===== src/rtl/lab_ram.sv =====
// Generic simple dual-port RAM: one write port, one read port, registered read.
// Standalone; no package needed.

module lab_ram #(
   parameter int WIDTH = 64,
   parameter int DEPTH = 64
) (
   input  logic                     clock,
   input  logic                     wr_en,
   input  logic [$clog2(DEPTH)-1:0] wr_addr,
   input  logic [WIDTH-1:0]         wr_data,
   input  logic [$clog2(DEPTH)-1:0] rd_addr,
   output logic [WIDTH-1:0]         rd_data
);

   logic [WIDTH-1:0] mem [DEPTH];

   // Write when enabled; read every cycle
   always_ff @(posedge clock) begin
      if (wr_en) begin
         mem[wr_addr] <= wr_data;
      end
      rd_data <= mem[rd_addr];
   end

endmodule


===== config.mk =====
export PLATFORM = sky130hd
export DESIGN_NAME = lab_ram
export DESIGN_NICKNAME = d
export VERILOG_FILES = /design/src/rtl/lab_ram.sv
export SDC_FILE = /design/constraint.sdc
export NUM_CORES = 2
export LEC_CHECK = 0
export BUFFER_PORTS_ARGS = -buffer_cell sky130_fd_sc_hd__buf_2
export CORE_MARGIN = 5
export CORE_UTILIZATION = 45
export DETAILED_ROUTE_END_ITERATION = 7
export GPL_ROUTABILITY_DRIVEN = 0
export MAX_ROUTING_LAYER = met4
export REMOVE_ABC_BUFFERS = 1
export SLEW_MARGIN = 25
export SYNTH_ARGS = -nofsm -noshare
export SYNTH_HDL_FRONTEND = slang
export SYNTH_SLANG_ARGS = --single-unit
export TNS_END_PERCENT = 30

===== constraint.sdc =====
create_clock -name clock -period 10 [get_ports clock]
set_clock_uncertainty 0.1 [all_clocks]
set_input_delay 2 -clock clock [delete_from_list [all_inputs] [get_ports clock]]
set_output_delay 2 -clock clock [all_outputs]
set_load 0.05 [all_outputs]

==> metrics.md <==
| Metric | Value |
|---|---|
| Static leakage | `55.19 nW` |
| DIE HEIGHT | `599.4 microns` |
| Slew Limit Fails | `0` |
| Register Area | `124300 sq um` |
| Max-cap viol count | `0` |
| Site Rows | `216` |
| Most area-consuming cells after synthesis | `edfxtp_1 79%, mux4_2 15%, mux2i_1 0.86%, dfxtp_1 0.82%, a22oi_1 0.81%` |
| Hold Startpoint | `mem[37][48]` |
| Peak Freq | `205.9 MHz` |
| Slew @ Worst Pin | `1130 ps` |
| Unrepaired setup endpoints after global routing | `no` |
| Tot Pwr | `36.91 mW` |
| Net count reported at finish | `7089` |
| TritonCTS clock tree | `built` |
| Power Dens Cells | `207.8 nW/um^2` |
| Initial Util | `0.4516` |
| Max clock buf depth | `4` |
| Post-place setup slack | `4069 ps` |
| Synth Flop Type | `edfxtp_1` |
| I/O pin count | `142` |
| Fillers | `26610` |
| Routed WL per cell | `36.22 microns` |
| Startpoint Class | `input pin` |
| Hold buffers post-CTS | `0` |
| CP max-delay cell | `nor2_4` |
| Crit path kind | `input pin to flip-flop` |
| Buffers on Ports | `141` |
| Number of synthesized flops with an enable pin | `4096` |
| Period minus WS final | `4857 ps` |
| Worst-skew pair later-pin latency | `980 ps` |
| Routed WL | `433600 microns` |
| Die X | `599.4 microns` |
| Synth-to-Final Area Change | `13.58%` |
| Critical path required time | `10480 ps` |
| Die area | `359300 sq um` |
| HP Class | `flip-flop to flip-flop` |
| Gr ovfl total | `0` |
| Worst R2R Start | `mem[7][44]` |
| Yosys warnings | `0` |
| DRC viols | `0` |
| Vias after detailed routing | `75150` |
| Fraction of layout instances using a drive strength above 1 | `0.2825` |
| Cell mode on critical path | `buf_4` |
| Worst path arrival time | `5340 ps` |
| Setup crit start | `wr_addr[1]` |
| Hpwl dp | `231300 microns` |
| Cells after Synth | `6598` |
| Status | `finished, final reports clean` |
| Critical Path End Type | `flip-flop` |
| Netlist cell types | `33` |
| Multi-input logic area | `30780 sq um` |
| Seq cells post-synth | `4160` |
| CP max stage delay | `960 ps` |
| Global-route wire length before repair | `606700 microns` |
| # Post-CTS Setup Buffers | `0` |
| Total CTS buffers | `426` |
| Worst setup margin | `5143 ps` |
| Utilization after layout | `0.5129` |
| ANT nets after route | `0` |
| Final Hold Viols | `0` |
| Post-Syn Area | `156300 sq um` |
| Clk sinks | `4160` |
| Router iterations before antenna repair | `5` |
| Max-slew headroom | `0.2451` |
| CTS H-tree lvls | `5` |
| CP cell instances | `buf_2, nor2b_1, nand3_1, nor2_4, buf_4, buf_4` |
| Setup Total Neg Slack | `0 ps` |
| Period utilisation layout | `0.4857` |
| Vias in the first global route | `75610` |
| Vias per inst | `6.277` |
| Mean post-synth cell area | `23.70 sq um` |
| FFs w/ async S/R, synth | `0` |
| Seq/Total Area, Yosys | `0.7949` |
| Setup violators final | `0` |
| Cell taking the most area after synthesis | `edfxtp_1` |
| Largest net degree at the start of global routing | `120` |
| Clk Tree Root Cell | `clkbuf_16` |
| CTS resizes | `0` |
| Antenna violations before repair | `25` |
| Drt initial violations | `9261` |
| Worst VDD drop | `0.1829 mV` |
| Clk slew on worst S/H paths | `60 ps` |
| Core ar. | `346200 sq um` |
| Post-synth top area share | `0.7867` |
| WHS | `743.5 ps` |
| Max Fanout on Critical Path | `23` |
| GRT Overall Usage | `0.2471` |
==> logic make-up after synthesis <==
family | count (synthesis) | share of synthesized area
buffers and inverters | 389 | 0.01180
AOI/OAI and AO/OA | 504 | 0.02477
muxes | 1159 | 0.1561
DFF | 4160 | 0.7949
and+or+nand+nor | 386 | 0.01240
==> state kept, by name (all words and copies together) (netlist names) <==
register and cells:
mem 4096, rd_data 64
==> worst max-delay path, delay by kind of cell <==
kind,cells,cell delay [ps]
AND/OR/NAND/NOR,3,1850
buffers and inverters,3,1420
==> through the flow <==
step	area [sq um]	cells
after floorplan	154600	6228
after global placement	163500	11160
after detailed placement	163600	11160
after CTS	177400	11950
after global routing	177600	11960
final	177600	11970
==> metal layers <==
layer / track usage / vias to the layer above / part of all wire
met5: - / - / 0
li1: - / 29380 / -
met4: 0.07525 / 0 / 0.034
met1: 0.3395 / 41430 / 0.40
met3: 0.03306 / 685 / 0.077
met2: 0.3910 / 3655 / 0.49
==> final timing paths <==
path	cells after the start	slack (ps)	end
setup / recovery	6	5140	mem[59][60]
hold / removal	4	740	rd_data[48]
setup reg to reg	4	7520	rd_data[44]
hold reg to reg	4	740	rd_data[48]
==> placed cells by master, fill, tap and decap left out, drive strengths merged, types with 11 or more instances in the layout <==
| cell type | count |
|---|---|
| a211oi | 63 |
| a22o | 88 |
| a22oi | 168 |
| a2bb2oi | 19 |
| a31oi | 18 |
| a41oi | 26 |
| and3 | 64 |
| buf | 355 |
| bufinv | 38 |
| clkbuf | 556 |
| clkinv | 185 |
| dfxtp | 64 |
| diode | 18 |
| edfxtp | 4096 |
| inv | 29 |
| mux2i | 135 |
| mux4 | 1024 |
| nand2 | 58 |
| nand2b | 11 |
| nand3 | 45 |
| nor2 | 112 |
| nor2b | 28 |
| o221ai | 38 |
| o22ai | 83 |
| or2 | 28 |
| or3 | 29 |
==> Yosys cell counts (18+ instances only) <==
cell       instances
o221ai_1          38
or3_1             29
buf_2            170
inv_1             19
mux4_2          1024
a22o_1            88
dfxtp_1           64
o22ai_1           83
a41oi_1           26
a211oi_1          63
nor2b_1           28
buf_4             34
a31oi_1           18
a2bb2oi_1         19
clkbuf_1         140
or2_2             28
edfxtp_1        4096
nand2_1           58
and3_1            64
buf_1             20
a22oi_1          168
mux2i_1          135
nor2_1           112
nand3_1           45
==> where the power goes <==
part | leakage [nW] | total [mW] | internal (mW) | switching, mW
Clock | 6.76 | 15.7 | 9.10 | 6.58
Sequential | 37.4 | 19.4 | 19.3 | 0.0748
Combinational | 11.0 | 1.84 | 0.606 | 1.24
Total | 55.2 | 36.9 | 29.0 | 7.90
==> layout make-up <==
cell class                      count  share of cell area
Clock inverter                    237             0.01252
Sequential cell                  4160              0.6998
Tap cell                         4578             0.03226
Inverter                           19           0.0004016
Antenna cell                       18           0.0002536
Timing Repair Buffer              355             0.01635
Clock buffer                      556             0.06505
Multi-Input combinational cell   2049              0.1733
No activity file was read; power rests on OpenSTA's default activity.
