`src/rtl/lab_pkg.sv`:
```
// Shared types, constants and helpers of the life-like automaton board.
// Used by the modulo unit, the board and the checker; depends on nothing.

package lab_pkg;

   // Board geometry
   localparam int MAX_WIDTH  = 64;
   localparam int MAX_HEIGHT = 64;
   localparam int ROW_BITS   = MAX_WIDTH;
   localparam int COL_BITS   = $clog2(MAX_WIDTH);
   localparam int ADDR_BITS  = $clog2(MAX_HEIGHT);

   // Field and register widths
   localparam int DIM_BITS       = 7;
   localparam int COORD_BITS     = 8;
   localparam int MASK_BITS      = 9;
   localparam int FUNC_BITS      = 2;
   localparam int CNT_BITS       = 4;
   localparam int CSR_INDEX_BITS = 3;
   localparam int CSR_DATA_BITS  = 9;
   localparam int DIM_MIN        = 3;

   // Coordinate reduction: remainder of |coord| by a size of at least three
   localparam int MOD_STEPS  = 6;
   localparam int MOD_K_BITS = $clog2(MOD_STEPS);
   localparam int SH_BITS    = DIM_BITS + MOD_STEPS;

   // Operation codes
   localparam logic [FUNC_BITS-1:0] FUNC_READ   = 2'd0;
   localparam logic [FUNC_BITS-1:0] FUNC_TOGGLE = 2'd1;
   localparam logic [FUNC_BITS-1:0] FUNC_STEP   = 2'd2;
   localparam logic [FUNC_BITS-1:0] FUNC_CLEAR  = 2'd3;

   // Register indexes
   localparam logic [CSR_INDEX_BITS-1:0] CSR_BOARD_WIDTH  = 3'd0;
   localparam logic [CSR_INDEX_BITS-1:0] CSR_BOARD_HEIGHT = 3'd1;
   localparam logic [CSR_INDEX_BITS-1:0] CSR_WRAP_MODE    = 3'd2;
   localparam logic [CSR_INDEX_BITS-1:0] CSR_BIRTH_MASK   = 3'd3;
   localparam logic [CSR_INDEX_BITS-1:0] CSR_SURVIVE_MASK = 3'd4;

   // Register reset values
   localparam logic [DIM_BITS-1:0]  RST_WIDTH   = DIM_BITS'(MAX_WIDTH);
   localparam logic [DIM_BITS-1:0]  RST_HEIGHT  = DIM_BITS'(MAX_HEIGHT);
   localparam logic [MASK_BITS-1:0] RST_BIRTH   = 9'd8;
   localparam logic [MASK_BITS-1:0] RST_SURVIVE = 9'd12;

   // Request to and answer from the coordinate reduction unit
   typedef struct packed {
      logic                         start;
      logic signed [COORD_BITS-1:0] x;
      logic signed [COORD_BITS-1:0] y;
      logic [DIM_BITS-1:0]          w;
      logic [DIM_BITS-1:0]          h;
   } lab_mod_req_type;

   typedef struct packed {
      logic                 done;
      logic [COL_BITS-1:0]  x;
      logic [ADDR_BITS-1:0] y;
   } lab_mod_rsp_type;

   // Limit a board dimension to DIM_MIN..hi
   function automatic logic [DIM_BITS-1:0] clamp_dim(input logic [DIM_BITS-1:0] v,
                                                     input logic [DIM_BITS-1:0] hi);
      logic [DIM_BITS-1:0] r;
      if (v < DIM_BITS'(DIM_MIN)) begin
         r = DIM_BITS'(DIM_MIN);
      end else if (v > hi) begin
         r = hi;
      end else begin
         r = v;
      end
      return r;
   endfunction

endpackage

```
`src/rtl/lab_coord_mod.sv`:
```
// Iterative true-modulo unit: reduces a column and a row coordinate by the board size.
// Depends on lab_pkg; one restoring subtract step per cycle on both coordinates.

module lab_coord_mod import lab_pkg::*; (
   input  logic            clock,
   input  logic            reset,
   input  lab_mod_req_type req,
   output lab_mod_rsp_type rsp
);

   logic [COORD_BITS-1:0] rx_ff, rx_in, ry_ff, ry_in;
   logic                  negx_ff, negy_ff;
   logic [DIM_BITS-1:0]   w_ff, h_ff;
   logic [MOD_K_BITS-1:0] k_ff, k_in;
   logic                  run_ff, run_in;
   logic                  done_ff, done_in;
   logic [SH_BITS-1:0]    dx, dy;
   logic [COORD_BITS-1:0] fx, fy;

   // One restoring step at the current bit position
   always_comb begin
      dx      = SH_BITS'(w_ff) << k_ff;
      dy      = SH_BITS'(h_ff) << k_ff;
      rx_in   = rx_ff;
      ry_in   = ry_ff;
      k_in    = k_ff;
      run_in  = run_ff;
      done_in = 1'b0;
      if (run_ff) begin
         if (SH_BITS'(rx_ff) >= dx) begin
            rx_in = COORD_BITS'(SH_BITS'(rx_ff) - dx);
         end
         if (SH_BITS'(ry_ff) >= dy) begin
            ry_in = COORD_BITS'(SH_BITS'(ry_ff) - dy);
         end
         if (k_ff == '0) begin
            run_in  = 1'b0;
            done_in = 1'b1;
         end else begin
            k_in = k_ff - MOD_K_BITS'(1);
         end
      end
   end

   // Control state
   always_ff @(posedge clock) begin
      if (reset) begin
         run_ff  <= 1'b0;
         done_ff <= 1'b0;
         k_ff    <= '0;
      end else if (req.start) begin
         run_ff  <= 1'b1;
         done_ff <= 1'b0;
         k_ff    <= MOD_K_BITS'(MOD_STEPS - 1);
      end else begin
         run_ff  <= run_in;
         done_ff <= done_in;
         k_ff    <= k_in;
      end
   end

   // Load magnitudes on start, then iterate
   always_ff @(posedge clock) begin
      if (req.start) begin
         negx_ff <= req.x[COORD_BITS-1];
         negy_ff <= req.y[COORD_BITS-1];
         rx_ff   <= req.x[COORD_BITS-1] ? COORD_BITS'(-req.x) : COORD_BITS'(req.x);
         ry_ff   <= req.y[COORD_BITS-1] ? COORD_BITS'(-req.y) : COORD_BITS'(req.y);
         w_ff    <= req.w;
         h_ff    <= req.h;
      end else begin
         rx_ff <= rx_in;
         ry_ff <= ry_in;
      end
   end

   // Fold a negative remainder back into 0..size-1
   always_comb begin
      fx = (negx_ff && rx_ff != '0) ? COORD_BITS'(w_ff) - rx_ff : rx_ff;
      fy = (negy_ff && ry_ff != '0) ? COORD_BITS'(h_ff) - ry_ff : ry_ff;
      rsp.done = done_ff;
      rsp.x    = fx[COL_BITS-1:0];
      rsp.y    = fy[ADDR_BITS-1:0];
   end

endmodule

```
`config.mk`:
```
export PLATFORM = sky130hd
export DESIGN_NAME = lab_coord_mod
export DESIGN_NICKNAME = d
export VERILOG_FILES = /design/src/rtl/lab_pkg.sv /design/src/rtl/lab_coord_mod.sv
export SDC_FILE = /design/constraint.sdc
export NUM_CORES = 1
export LEC_CHECK = 0
export ABC_AREA = 1
export BUFFER_PORTS_ARGS = -buffer_cell sky130_fd_sc_hd__buf_2
export CAP_MARGIN = 20
export CORE_UTILIZATION = 45
export DETAILED_ROUTE_END_ITERATION = 10
export SLEW_MARGIN = 20
export SYNTH_ARGS = -nofsm -noshare
export SYNTH_HDL_FRONTEND = slang
export SYNTH_SLANG_ARGS = --single-unit
```
`constraint.sdc`:
```
create_clock -name clock -period 3.23 [get_ports clock]
set_clock_uncertainty 0.2 [all_clocks]
set_input_delay 0.646 -clock clock [delete_from_list [all_inputs] [get_ports clock]]
set_output_delay 0.646 -clock clock [all_outputs]
set_load 0.03 [all_outputs]
```
==> results by group <==
Run status
  – Outcome: finished clean

CTS
  – Num CTS Buffers: 5
  – CTS tree: yes
  – CTS sink count: 37
  – Clock Latency Late Sink: 0.29 ns
  – H-tree levels: 2
  – Clock slew at reported path FFs: 0.07 ns
  – Clk buf depth: 2
  – Root Driver: clkbuf_8
  – Post-CTS Setup Bufs: 0

Cells and area
  – Post-route cell area: 3824 um^2
  – Area growth syn-to-layout: 11.25%
  – Layout cell share with drive strength beyond 1: 12.14%
  – Final nets: 596
  – Fin util: 52.16%
  – Fillers: 750
  – Antenna diodes: 0

Yosys
  – Yosys reg bits: 37
  – Top cell type's share of synthesized area: 27.96%
  – Ys Warns: 0
  – Syn Nets: 554
  – Synthesized area: 3437 um^2
  – Mux cell area share after synthesis: 0%
  – Post-Syn Instances: 485
  – Average size of a mapped cell: 7.087 um^2
  – Number of library cell types mapped by synthesis: 32
  – Top cell type by total area after synthesis: edfxtp_1
  – Prevailing post-synth register cell: edfxtp_1
  – Complex-gate fraction of the synthesized area: 13.47%
  – Top cells by area, synth: edfxtp_1 (28%), nand2_1 (15%), ha_1 (12%)
  – Synth Area in XOR/XNOR: 3.058%
  – Register area share after synthesis: 30.87%
  – Post-synth ARST share: 0%
  – Post-Synth Simple-Gate Area: 29.38%
  – Synth Area in Adders: 13.98%
  – Largest family of logic cells by synthesized area: simple AND/OR/NAND/NOR gates
  – Post-synth EDFFs: 32

Routing
  – TritonRoute pass-1 iters: 5
  – Vias: 3,311
  – Vias/cell: 5.289
  – DRT iter0 DRCs: 120
  – Routed WL per cell: 13.30 um
  – Detailed Route WL: 8.323 mm
  – DR DRC count: 0
  – Post-route ant nets: 0

GRT
  – Global-route wire length before repair: 13.10 mm
  – Largest net degree at the start of global routing: 35
  – Initial antenna violation count: 0
  – Total grt overflow: 0
  – GRT Resource Usage Total: 21.47%
  – Vias in the first global route: 2,842

Setup path
  – Worst setup path class: flip-flop to primary output
  – Crit path DAT: 2.08 ns
  – FF-to-FF Start: k_ff[0]
  – Worst Path Required: 2.38 ns
  – Crit path capture type: primary output
  – Crit path launch type: flip-flop
  – Max FO, Critical Path: 4
  – Worst Setup SP: ry_ff[0]

Pwr
  – Int Power: 1173 uW
  – Pwr Density: 550.4 nW/um^2
  – Clk pwr share: 14.5%
  – Leakage: 0.001879 uW
  – Sw Ratio: 44.27%
  – Sequential Power Share: 33.6%
  – Peak supply drop: 0.0001695 V
  – Switching Power: 931.8 uW
  – Logic pwr share: 51.9%

Timing
  – Crit path time final: 2.925 ns
  – Final worst path period share: 90.56%
  – Final hold violation count: 0
  – Sum Neg Setup Slack: 0 ns
  – Relative slew slack: 57.57%
  – RSZ-0062 raised after global routing: no
  – Worst Hold Margin: 0.3237 ns
  – Max Freq: 341.9 MHz
  – Final Max Tran Viols: 0
  – Worst Max-Slew Pin Slew: 0.6357 ns
  – Setup violations, final: 0

Floorplan
  – Rows: 31
  – Core area: 7331 um^2
  – Die ar.: 7991 um^2
  – # IOs: 46
  – Chip width: 89.40 um
  – Chip height: 89.40 um
  – Initial core utilization: 46.89%

Min path
  – Worst hold path type: flip-flop to flip-flop
  – Hold path start: run_ff

Job
  – Max-capacitance violation count: 0

Placed design
  – Global placement routability congestion: 0.9115
  – PortBufs: 45
  – Placed Area: 3746 um^2
  – DP Wirelength: 6.543 mm
registers in the layout, indices dropped and copies added (netlist names), 3 cells and up:
signal / cells
k_ff: 3
ry_ff: 8
rx_ff: 8
h_ff: 7
w_ff: 7
final timing paths:
check                   to  slack, ns  cells past startpoint
hold reg to reg    done_ff       0.32                      2
setup reg to reg  ry_ff[1]       0.41                     15
setup / recovery    rsp[4]       0.31                      6
hold / removal     done_ff       0.32                      2
routing by layer:
layer	GRT usage, %	part of all wire, %
met4	5.628	1.0
met2	34.21	43
met5	0	0
met1	30.93	52
met3	2.216	3.6
area by class of cell:
type | instances | area [um^2] | area share, %
multi-input cells | 371 | 2058 | 53.83
flip-flops and latches | 37 | 1062 | 27.78
repair buffers | 52 | 277.8 | 7.264
inverters | 60 | 225.2 | 5.890
well taps | 99 | 123.9 | 3.240
clock buffers | 6 | 72.57 | 1.898
clock inverters | 1 | 3.754 | 0.09817
placed cells by master, fill, tap and decap left out:
cell type	count
inv_2	5
a21oi_1	28
dfxtp_1	4
nand2_1	134
nor4_1	4
nand3b_1	1
a211oi_1	1
nor3_1	5
clkbuf_8	5
fa_1	4
edfxtp_1	32
o21ai_1	22
xnor2_1	7
xor2_1	5
nor2_1	25
buf_4	7
clkinv_1	1
inv_1	55
clkbuf_1	1
o21ai_0	19
dfxtp_2	1
a31oi_1	8
o22ai_1	1
or2_1	3
o31ai_1	2
o211ai_1	1
buf_2	45
ha_1	32
nand4_1	8
o21a_1	3
or2_2	1
nand3_1	56
o2bb2ai_1	1
power by group through the flow:
stage	clock network (uW)	logic, uW	registers, uW
finish	305	1090	706
global route	324	1250	714
CTS	305	1090	705
detailed placement	0	1090	713
global placement	0	1080	716
floorplan	0	854	672
cells by family (layout without fill, tap and decap cells):
group	after synthesis	after routing
simple gates	237	237
xor+xnor	12	12
fa+ha+maj	36	36
compound gates	86	86
buf+inv	77	119
flops	37	37
metrics by stage:
stage,total power (uW),worst slack [ns],std cells
after floorplan,1526,0.5661,485
after global placement,1797,0.3643,619
after detailed placement,1802,0.2897,619
after CTS,2105,0.2803,626
after global routing,2291,0.1265,626
final,2105,0.3051,626
repair_timing:
item,in CTS,in global routing
endpoints found under the hold margin,0,0
hold buffers,0,0
gates resized for setup,0,1
setup endpoints to repair,0,8
cell usage after synthesis, drive strengths merged, types with 2 or more instances:
master    n
o31ai     2
edfxtp   32
clkbuf    4
buf      13
nor4      4
inv      60
dfxtp     5
o21ai    41
xnor2     7
nor2     25
nand2   134
nor3      5
o21a      3
nand3    56
xor2      5
or2       4
fa        4
nand4     8
a31oi     8
ha       32
a21oi    28
critical path, stage by stage (launching register included):
cell and delay [ns]:
edfxtp_1 0.45, ha_1 0.26, fa_1 0.41, o21a_1 0.21
xor2_1 0.14, o21ai_1 0.11, buf_2 0.21
(Power assumes the default switching activity.)
